File: src/rtl/atsc_pkg.sv
`default_nettype none

package atsc_pkg;

   localparam int SIZE_W    = 16;
   localparam int PROC_W    = 5;
   localparam int CSR_IDX_W = 2;

   localparam logic [SIZE_W-1:0] MIN_SIZE        = 16'd512;
   localparam logic [SIZE_W-1:0] RESET_LIMIT     = 16'd8192;
   localparam logic [SIZE_W-1:0] RESET_SIZE      = 16'd8192;
   localparam logic [SIZE_W-1:0] RESET_REDUCE    = 16'd50;
   localparam logic [SIZE_W-1:0] RESET_INCREASE  = 16'd264;

   localparam logic [CSR_IDX_W-1:0] CSR_READ_LIMIT         = 2'd0;
   localparam logic [CSR_IDX_W-1:0] CSR_WRITE_LIMIT        = 2'd1;
   localparam logic [CSR_IDX_W-1:0] CSR_REDUCE_THRESHOLD   = 2'd2;
   localparam logic [CSR_IDX_W-1:0] CSR_INCREASE_THRESHOLD = 2'd3;

   typedef struct packed {
      logic [SIZE_W-1:0] read_limit;
      logic [SIZE_W-1:0] write_limit;
      logic [SIZE_W-1:0] reduce_threshold;
      logic [SIZE_W-1:0] increase_threshold;
   } cfg_type;

   typedef struct packed {
      logic              cmd;
      logic [PROC_W-1:0] proc_number;
      logic [SIZE_W-1:0] rtx_current;
      logic [SIZE_W-1:0] srtt_scaled;
   } item_type;

   typedef struct packed {
      logic [SIZE_W-1:0] read_size;
      logic [SIZE_W-1:0] write_size;
   } sizes_type;

endpackage

`default_nettype wire

File: src/rtl/atsc_if.sv
`default_nettype none

interface atsc_req_if;
   logic                          valid;
   logic                          ready;
   logic                          cmd;
   logic [atsc_pkg::PROC_W-1:0]   proc_number;
   logic [atsc_pkg::SIZE_W-1:0]   rtx_current;
   logic [atsc_pkg::SIZE_W-1:0]   srtt_scaled;

   modport source (output valid, cmd, proc_number, rtx_current, srtt_scaled, input ready);
   modport sink   (input valid, cmd, proc_number, rtx_current, srtt_scaled, output ready);
endinterface

interface atsc_rsp_if;
   logic                          valid;
   logic                          ready;
   logic [atsc_pkg::SIZE_W-1:0]   read_size;
   logic [atsc_pkg::SIZE_W-1:0]   write_size;
   logic                          adjusted;

   modport source (output valid, read_size, write_size, adjusted, input ready);
   modport sink   (input valid, read_size, write_size, adjusted, output ready);
endinterface

interface atsc_csr_if;
   logic                           valid;
   logic                           ready;
   logic [atsc_pkg::CSR_IDX_W-1:0] index;
   logic [atsc_pkg::SIZE_W-1:0]    data;

   modport source (output valid, index, data, input ready);
   modport sink   (input valid, index, data, output ready);
endinterface

`default_nettype wire

File: src/rtl/adaptive_transfer_size_control.sv
// A transaction accepted on req is held in the input register; its updated sizes are then
// captured in the output register, which drives rsp.
// Throughput: one transaction per cycle while rsp does not stall; the size registers update once per event.
// Backpressure on rsp stalls the input register and then req.ready.
// Reset (synchronous, active high): sizes and limits go to 8192, reduce threshold 50,
// increase threshold 264; no transaction in flight.
`default_nettype none

module adaptive_transfer_size_control (
   input  wire logic  clock,
   input  wire logic  reset,
   atsc_req_if.sink   req,
   atsc_rsp_if.source rsp,
   atsc_csr_if.sink   csr
);
   import atsc_pkg::*;

   cfg_type   cfg;
   item_type  req_item;
   item_type  s1_item_ff;
   logic      s1_valid_ff;
   logic      s1_valid_in;
   sizes_type cur_ff;
   sizes_type cur_in;
   logic      adjusted_in;
   sizes_type out_sizes_ff;
   logic      out_adjusted_ff;
   logic      out_valid_ff;
   logic      out_valid_in;
   logic      advance;
   logic      req_fire;

   assign csr.ready = 1'b1;

   atsc_cfg u_cfg (
      .clock    (clock),
      .reset    (reset),
      .wr_en    (csr.valid),
      .wr_index (csr.index),
      .wr_data  (csr.data),
      .cfg      (cfg)
   );

   atsc_update u_update (
      .item     (s1_item_ff),
      .cfg      (cfg),
      .cur      (cur_ff),
      .nxt      (cur_in),
      .adjusted (adjusted_in)
   );

   assign req_item.cmd         = req.cmd;
   assign req_item.proc_number = req.proc_number;
   assign req_item.rtx_current = req.rtx_current;
   assign req_item.srtt_scaled = req.srtt_scaled;

   assign advance   = s1_valid_ff && (!out_valid_ff || rsp.ready);
   assign req.ready = !s1_valid_ff || advance;
   assign req_fire  = req.valid && req.ready;

   always_comb begin
      s1_valid_in = s1_valid_ff;
      if (req_fire) begin
         s1_valid_in = 1'b1;
      end else if (advance) begin
         s1_valid_in = 1'b0;
      end
      out_valid_in = out_valid_ff;
      if (advance) begin
         out_valid_in = 1'b1;
      end else if (rsp.ready) begin
         out_valid_in = 1'b0;
      end
   end

   always_ff @(posedge clock) begin
      if (reset) begin
         s1_valid_ff       <= 1'b0;
         out_valid_ff      <= 1'b0;
         cur_ff.read_size  <= RESET_SIZE;
         cur_ff.write_size <= RESET_SIZE;
      end else begin
         s1_valid_ff  <= s1_valid_in;
         out_valid_ff <= out_valid_in;
         if (advance) begin
            cur_ff <= cur_in;
         end
      end
   end

   always_ff @(posedge clock) begin
      if (req_fire) begin
         s1_item_ff <= req_item;
      end
      if (advance) begin
         out_sizes_ff    <= cur_in;
         out_adjusted_ff <= adjusted_in;
      end
   end

   assign rsp.valid      = out_valid_ff;
   assign rsp.read_size  = out_sizes_ff.read_size;
   assign rsp.write_size = out_sizes_ff.write_size;
   assign rsp.adjusted   = out_adjusted_ff;

endmodule

`default_nettype wire

File: src/rtl/atsc_cfg.sv
`default_nettype none

module atsc_cfg (
   input  wire logic                           clock,
   input  wire logic                           reset,
   input  wire logic                           wr_en,
   input  wire logic [atsc_pkg::CSR_IDX_W-1:0] wr_index,
   input  wire logic [atsc_pkg::SIZE_W-1:0]    wr_data,
   output atsc_pkg::cfg_type                   cfg
);
   import atsc_pkg::*;

   cfg_type cfg_ff;
   cfg_type cfg_in;

   always_comb begin
      cfg_in = cfg_ff;
      if (wr_en) begin
         unique case (wr_index)
            CSR_READ_LIMIT:         cfg_in.read_limit         = wr_data;
            CSR_WRITE_LIMIT:        cfg_in.write_limit        = wr_data;
            CSR_REDUCE_THRESHOLD:   cfg_in.reduce_threshold   = wr_data;
            CSR_INCREASE_THRESHOLD: cfg_in.increase_threshold = wr_data;
            default:                cfg_in = cfg_ff;
         endcase
      end
   end

   always_ff @(posedge clock) begin
      if (reset) begin
         cfg_ff.read_limit         <= RESET_LIMIT;
         cfg_ff.write_limit        <= RESET_LIMIT;
         cfg_ff.reduce_threshold   <= RESET_REDUCE;
         cfg_ff.increase_threshold <= RESET_INCREASE;
      end else begin
         cfg_ff <= cfg_in;
      end
   end

   assign cfg = cfg_ff;

endmodule

`default_nettype wire

File: src/rtl/atsc_update.sv
`default_nettype none

module atsc_update (
   input  atsc_pkg::item_type  item,
   input  atsc_pkg::cfg_type   cfg,
   input  atsc_pkg::sizes_type cur,
   output atsc_pkg::sizes_type nxt,
   output logic                adjusted
);
   import atsc_pkg::*;

   typedef enum logic [1:0] {KIND_NONE, KIND_READ, KIND_WRITE} kind_type;

   function automatic kind_type proc_kind(input logic [PROC_W-1:0] proc);
      unique case (proc)
         5'd6, 5'd16: proc_kind = KIND_READ;
         5'd8:        proc_kind = KIND_WRITE;
         default:     proc_kind = KIND_NONE;
      endcase
   endfunction

   function automatic logic [SIZE_W-1:0] shrink(input logic [SIZE_W-1:0] size);
      logic [SIZE_W-1:0] half;
      half = {1'b0, size[SIZE_W-1:1]};
      if (size > MIN_SIZE) begin
         shrink = (half < MIN_SIZE) ? MIN_SIZE : half;
      end else begin
         shrink = size;
      end
   endfunction

   function automatic logic [SIZE_W-1:0] grow(input logic [SIZE_W-1:0] size,
                                              input logic [SIZE_W-1:0] limit);
      logic [SIZE_W:0] sum;
      sum = {1'b0, size} + {1'b0, MIN_SIZE};
      if (size >= limit) begin
         grow = size;
      end else if (sum > {2'b00, limit[SIZE_W-1:1]}) begin
         grow = limit;
      end else begin
         grow = sum[SIZE_W-1:0];
      end
   endfunction

   kind_type kind;
   logic     hold_shrink;
   logic     may_grow;

   always_comb begin
      kind        = proc_kind(item.proc_number);
      hold_shrink = (item.rtx_current != '0) && (item.rtx_current < cfg.reduce_threshold);
      may_grow    = item.srtt_scaled < cfg.increase_threshold;
      nxt         = cur;
      if (!item.cmd) begin
         if (!hold_shrink) begin
            nxt.read_size  = shrink(cur.read_size);
            nxt.write_size = shrink(cur.write_size);
         end
      end else if (may_grow) begin
         unique case (kind)
            KIND_READ:  nxt.read_size  = grow(cur.read_size, cfg.read_limit);
            KIND_WRITE: nxt.write_size = grow(cur.write_size, cfg.write_limit);
            default:    nxt = cur;
         endcase
      end
      adjusted = (nxt != cur);
   end

endmodule

`default_nettype wire

File: src/flat_wrapper.sv
// flat-port wrapper written by rule: the top's interface ports become plain ports
module adaptive_transfer_size_control_flat import atsc_pkg::*;
  (clock, reset, req_valid, req_cmd, req_proc_number, req_rtx_current, req_srtt_scaled, req_ready, rsp_valid, rsp_read_size, rsp_write_size, rsp_adjusted, rsp_ready, csr_valid, csr_index, csr_data, csr_ready);
  atsc_req_if req_i ();
  atsc_rsp_if rsp_i ();
  atsc_csr_if csr_i ();
  input  wire logic clock;
  input  wire logic reset;
  input wire logic [$bits(req_i.valid)-1:0] req_valid;
  input wire logic [$bits(req_i.cmd)-1:0] req_cmd;
  input wire logic [$bits(req_i.proc_number)-1:0] req_proc_number;
  input wire logic [$bits(req_i.rtx_current)-1:0] req_rtx_current;
  input wire logic [$bits(req_i.srtt_scaled)-1:0] req_srtt_scaled;
  output wire logic [$bits(req_i.ready)-1:0] req_ready;
  output wire logic [$bits(rsp_i.valid)-1:0] rsp_valid;
  output wire logic [$bits(rsp_i.read_size)-1:0] rsp_read_size;
  output wire logic [$bits(rsp_i.write_size)-1:0] rsp_write_size;
  output wire logic [$bits(rsp_i.adjusted)-1:0] rsp_adjusted;
  input wire logic [$bits(rsp_i.ready)-1:0] rsp_ready;
  input wire logic [$bits(csr_i.valid)-1:0] csr_valid;
  input wire logic [$bits(csr_i.index)-1:0] csr_index;
  input wire logic [$bits(csr_i.data)-1:0] csr_data;
  output wire logic [$bits(csr_i.ready)-1:0] csr_ready;
  assign req_i.valid = req_valid;
  assign req_i.cmd = req_cmd;
  assign req_i.proc_number = req_proc_number;
  assign req_i.rtx_current = req_rtx_current;
  assign req_i.srtt_scaled = req_srtt_scaled;
  assign req_ready = req_i.ready;
  assign rsp_valid = rsp_i.valid;
  assign rsp_read_size = rsp_i.read_size;
  assign rsp_write_size = rsp_i.write_size;
  assign rsp_adjusted = rsp_i.adjusted;
  assign rsp_i.ready = rsp_ready;
  assign csr_i.valid = csr_valid;
  assign csr_i.index = csr_index;
  assign csr_i.data = csr_data;
  assign csr_ready = csr_i.ready;
  adaptive_transfer_size_control u_core (.clock(clock), .reset(reset), .req(req_i), .rsp(rsp_i), .csr(csr_i));
endmodule
File: config.mk
export PLATFORM = sky130hd
export DESIGN_NAME = adaptive_transfer_size_control_flat
export DESIGN_NICKNAME = d
export VERILOG_FILES = /design/src/rtl/atsc_pkg.sv /design/src/rtl/atsc_if.sv /design/src/rtl/adaptive_transfer_size_control.sv /design/src/rtl/atsc_cfg.sv /design/src/rtl/atsc_update.sv /design/src/flat_wrapper.sv
export SDC_FILE = /design/constraint.sdc
export NUM_CORES = 1
export LEC_CHECK = 0
export ABC_CLOCK_PERIOD_IN_PS = 8500
export BUFFER_PORTS_ARGS = -buffer_cell sky130_fd_sc_hd__buf_2
export CAP_MARGIN = 40
export CORE_AREA = 2 2 153 140
export DETAILED_ROUTE_END_ITERATION = 8
export DIE_AREA = 0 0 155 142
export PLACE_DENSITY = 0.68
export SYNTH_ARGS = -nofsm -noshare
export SYNTH_HDL_FRONTEND = slang
export SYNTH_SLANG_ARGS = --single-unit
export TNS_END_PERCENT = 20
File: constraint.sdc
create_clock -name clock -period 8.5 [get_ports clock]
set_input_delay 1.7 -clock clock [delete_from_list [all_inputs] [get_ports clock]]
set_output_delay 1.7 -clock clock [all_outputs]
set_load 0.02 [all_outputs]
# Word level (Yosys, flattened, before mapping)
# Index checks and enable logic that the tools add are counted.
[totals]
regBits = 169
input_bits = 61
output_inout_bits = 36
elab_cells = 70
[classes]
n_addsub = 2
magnitude_cmp = 10
n_eq_ne = 9
mux = 18
n_reduce_logical = 16
[ops]
columns = ["operator", "n"]
rows = [
  ["16-bit two-way mux", 8],
  ["32-bit two-way mux", 3],
  ["16-bit by 10-bit adder with 17-bit output (second input constant)", 2],
  ["17-bit by 15-bit > comparator with 1-bit output", 2],
  ["16-bit greater-or-equal comparator", 2],
  ["16-bit by 10-bit > comparator with 1-bit output (second input constant)", 2],
  ["16-bit less-than comparator", 2],
  ["32-bit != test", 1],
  ["15-bit by 10-bit less-than comparator with 1-bit output (second input constant)", 2],
  ["15-bit two-way mux", 2],
  ["16-bit nonzero test", 1],
  ["2-bit AND reduction", 4],
  ["2-bit == test (second input constant)", 3],
  ["5-bit by 3-bit == test with 1-bit output (second input constant)", 1],
  ["5-bit by 4-bit == test with 1-bit output (second input constant)", 1],
  ["5-bit == test (second input constant)", 1],
  ["2-bit by 1-bit == test with 1-bit output (second input constant)", 2],
  ["1-bit two-way mux", 4],
  ["2-bit one-hot mux with 2 select lines", 1],
  ["2-bit nonzero test", 2],
  ["1-bit logical AND", 3],
  ["1-bit zero test", 2],
  ["2-bit zero test", 1],
  ["1-bit logical OR", 2],
  ["2-bit OR reduction", 1],
]

# Longest topological paths before layout
[logic_depth]
depth_word = 8
mapped_depth = 16

# By module
# From an unflattened synthesis, not the netlist that was laid out.
[hier_totals]
cells_unflattened = 1155
hier_area_um2 = 11020.6
[by_module_without_submodules]
columns = ["module", "instances", "cells_each", "area_per_inst_um2", "seq_area_each_um2"]
rows = [
  ["atsc_update", 1, 695, 4765.8, 0.0],
  ["adaptive_transfer_size_control", 1, 222, 3681.0, 2812.7],
  ["atsc_cfg", 1, 238, 2573.7, 1281.2],
]

# Least setup slack after synthesis
# No wires, ideal clock.
[synth_timing]
path_type = "register to register"
startpoint = "register u_core.cur_ff[11] (netlist bit)"
endpoint = "register u_core.out_adjusted_ff, in the netlist u_core.rsp.adjusted, data pin"
arrival_time_ps = 3734
required_ps = 8227
slack_ps = 4493
stages_incl_launch_ff = 17
path_cell_list = "dfxtp_1 -> clkbuf_1 -> nand3_1 -> nor2_1 -> xor2_1 -> ha_1 -> a211oi_1 -> o21ai_1 -> a2111oi_0 -> a211oi_2 -> nand2b_1 -> clkbuf_1 -> nand2_1 -> o2111ai_1 -> or3_1 -> a2111oi_2 -> nand4_1"
[synth_via]
elab_chain_cells = 8
word_cells_on_any_way = 14
cone_classes = "1 x add/sub; 4 x order compare; 1 x eq/ne; 8 x mux"
[synth_rtl]
columns = ["element", "line_no", "text"]
rows = [
  ["start, declared", "adaptive_transfer_size_control.sv:23", "sizes_type cur_ff;"],
  ["start signal, assigned", "adaptive_transfer_size_control.sv:86", "cur_ff <= cur_in;"],
  ["16-bit by 10-bit adder with 17-bit output", "atsc_update.sv:35", "sum = {1'b0, size} + {1'b0, MIN_SIZE};"],
  ["17-bit by 15-bit > comparator with 1-bit output", "atsc_update.sv:38", "end else if (sum > {2'b00, limit[SIZE_W-1:1]}) begin"],
  ["16-bit two-way mux", "atsc_update.sv:38", ""],
  ["16-bit two-way mux", "atsc_update.sv:36", "if (size >= limit) begin"],
  ["16-bit two-way mux", "atsc_update.sv:60", "unique case (kind)"],
  ["32-bit two-way mux", "atsc_update.sv:59", "end else if (may_grow) begin"],
  ["32-bit two-way mux", "atsc_update.sv:54", "if (!item.cmd) begin"],
  ["32-bit != test (*)", "atsc_update.sv:66", "adjusted = (nxt != cur);"],
  ["net u_core.adjusted_in", "adaptive_transfer_size_control.sv:25", "logic adjusted_in;"],
  ["end signal, assigned", "adaptive_transfer_size_control.sv:97", "out_adjusted_ff <= adjusted_in;"],
  ["end, declared", "adaptive_transfer_size_control.sv:27", "logic out_adjusted_ff;"],
]
# Mark *: on every way through the listed nets, which the timed path passes. The rest lies on a longest branch.
# A chain may end at the register's enable or synchronous reset.

# Worst setup path after layout
[layout_timing]
startpoint = "register u_core.cur_ff[9] (netlist bit)"
endpoint = "register u_core.out_adjusted_ff, in the netlist u_core.rsp.adjusted, data pin"
# Same word-level chain as after synthesis.

==> results_dict.tcl <==
set metrics [dict create \
    min_period_ps 4679 \
    grt_pass1_vias 8129 \
    seqCellArea_mm2 0.004094 \
    multi_input_area_mm2 0.005375 \
    min_from "u_core.u_cfg.cfg[26]" \
    grt_pass1_wl_um 44740 \
    fin_skew_ps 16.71 \
    wl_um 28520 \
    synth-seq-cells 169 \
    rsz0062_at_grt "no" \
    worst-path-max-fanout 14 \
    via_count 8794 \
    powerDensity_mw_per_mm2 182.4 \
    reg2reg_from "u_core.cur_ff[9]" \
    ys.flop_type "dfxtp_1" \
    drv_cap 0 \
    max_clock_freq_mhz 213.7 \
    initial_core_util 0.4921 \
    outcome "complete, no violations" \
    p_leak_uw 0.004385 \
    setup_viol 0 \
    clock_path_buffers 2 \
    wl_per_cell_um 19.05 \
    htreeDepth 4 \
    drt-initial-drc-count 830 \
    drc 0 \
    min_delay_path_depth 2 \
    synthArstFlopShare 0 \
    ctsHoldBuffers 0 \
    worstSetupPathType "flip-flop to flip-flop" \
    drt-pass1-iter-count 5 \
    netlist.area_leader.share 0.2118 \
    ys_warn_count 0 \
    rows 50 \
    area_growth_pct 11.99 \
    yosysSeqAreaShare 0.4067 \
    post_cts_resized 0 \
    setup-tns-final_ps 0 \
    dpl.cell_count 1464 \
    clock_latency_ps 440 \
    synth.distinct_cells 74 \
    fp.dieH_um 142 \
    vdd_drop_max_mv 0.1462 \
    whs_ps 453.8 \
    synth_edf_count 71 \
    rr_endpoint "u_core.rsp.adjusted" \
    design.die.area_mm2 0.02201 \
    hp-class "flip-flop to flip-flop" \
    clock_sinks 169 \
    place_hpwl_um 20930 \
    hold_end "u_core.u_cfg.cfg[26]" \
    rr_worst_depth 14 \
    cp.required_ps 8680 \
    diodes 0 \
    worstMarginPinSlew_ps 851.6 \
    synth_nets 1325 \
    post-place-ws_ps 3907 \
    synth.most_common_cell "nand2_1" \
    vias_per_cell 5.874 \
    antenna_left 0 \
    cts.clk_slew.worst_paths_ps 80 \
    crit_arrival_ps 4860 \
    grt_max_degree 61 \
    final_cells 1497 \
    final_hold_viol_count 0 \
    regToRegSetupSlack_ps 3820 \
    cts_buffers 17 \
    io_buffers 95 \
    endpoint_kind "flip-flop" \
    place_congestion 0.9313 \
    yosysTopAreaCell "edfxtp_1" \
    grt.total_usage 0.2628 \
    grt_overflow 0 \
    io_pins 97 \
    syn_area_per_cell_um2 8.604 \
    netlist_instances 1170 \
    post-route-period-util 0.5504 \
    final_max_slew_viol_count 0 \
    fillers 1878 \
    cts_setup_buffers 0 \
    core_mm2 0.02046 \
    start_kind "flip-flop" \
    slew_headroom 0.4322 \
    synthTopCellsByArea "edfxtp_1 (21%), dfxtp_1 (19%), ha_1 (12%), nand2_1 (8.0%), a21oi_1 (6.3%)" \
    die_w_um 155 \
    nets 1379 \
    antenna_found_initial 1 \
    synth_common_cells "nand2_1 (214), a21oi_1 (127), dfxtp_1 (98), ha_1 (94), inv_1 (78)" \
    root_buffer "clkbuf_16" \
    tritoncts "yes" \
    drive_gt1_frac 0.1253 \
    synth_area_mm2 0.01007 \
    final.setup.worst_slack_ps 3821 \
]
-- per-layer routing --
layer	GRT usage	vias up	share of wire
li1	-	4308	-
met1	0.3727	4076	0.47
met2	0.4082	359	0.44
met3	0.04811	51	0.074
met4	0.08285	0	0.025
met5	0	-	0
-- per-stage QoR --
stage / power (µW) / util / area (µm²)
global route: 2142 / 0.5511 / 11270
floorplan: 1162 / - / 10070
CTS: 2059 / 0.5509 / 11270
global placement: 1263 / 0.5195 / 10630
detailed placement: 1268 / 0.5213 / 10670
finish: 2056 / 0.5511 / 11270
-- power breakdown --
group / internal (µW) / total [µW] / switching (µW)
registers: 886 / 930 / 43.9
clock network: 421 / 799 / 378
logic: 122 / 326 / 204
total: 1430 / 2060 / 626
-- cell usage in the layout (no fill, tap or decap), types with 16 or more instances in the layout --
cell type	instances
ha_1	94
o21ai_0	42
nand3_1	20
nand2_1	214
a211oi_1	16
nor3_1	17
edfxtp_1	71
a21oi_1	127
buf_2	96
inv_1	77
dfxtp_1	98
clkbuf_16	17
nand4_1	20
nor2_1	69
-- state kept, by name (all words and copies together), names as in the netlist --
name	cells
u_core.u_cfg.cfg	64
u_core.cur_ff	32
u_core.rsp.read_size	16
u_core.rsp.valid	1
u_core.rsp.adjusted	1
u_core.s1_valid_ff	1
u_core.rsp.write_size	16
u_core.s1_item_ff	38
-- cell type report --
class,instances,share of cell area
timing repair buffer,106,0.05138
tap,260,0.02885
clock inverter,15,0.01587
inverter,79,0.02630
sequential,169,0.3631
clock buffer,17,0.03773
multi-input combinational,851,0.4767
-- worst max-delay path by stage --
| stage | startpoint | to | slack [ps] | cells after the start |
|---|---|---|---|---|
| after floorplan | u_core.cur_ff[11] | u_core.rsp.adjusted | 4490 | 16 |
| after global placement | u_core.cur_ff[9] | u_core.rsp.adjusted | 4030 | 14 |
| after detailed placement | u_core.cur_ff[9] | u_core.rsp.adjusted | 3910 | 14 |
| after CTS | u_core.cur_ff[9] | u_core.rsp.adjusted | 3890 | 14 |
| after global routing | u_core.cur_ff[9] | u_core.rsp.adjusted | 3490 | 14 |
| final | u_core.cur_ff[9] | u_core.rsp.adjusted | 3820 | 14 |
-- kinds of logic (layout without fill, tap and decap cells) --
logic type / after synthesis / after routing / share of synthesized area
and+or+nand+nor: 411 / 411 / 0.1858
buffers and inverters: 150 / 217 / 0.05953
xor gates and xnor gates: 26 / 26 / 0.02262
DFF: 169 / 169 / 0.4067
AOI/OAI and AO/OA: 313 / 313 / 0.2020
muxes: 6 / 6 / 0.006214
other: 1 / 1 / 0.0003725
adders and majority gates: 94 / 94 / 0.1168
-- worst max-delay path: stages, from the launching register on --
cell	delay, ps
dfxtp_1	680
ha_1	350
nand3_1	140
xnor2_1	190
ha_1	220
a211oi_1	220
o21ai_1	130
a2111oi_0	520
a211oi_2	260
nand2b_1	420
nand2_1	300
o2111ai_1	150
or3_1	400
a2111oi_2	340
nand4_1	120
(Power assumes the default switching activity.)
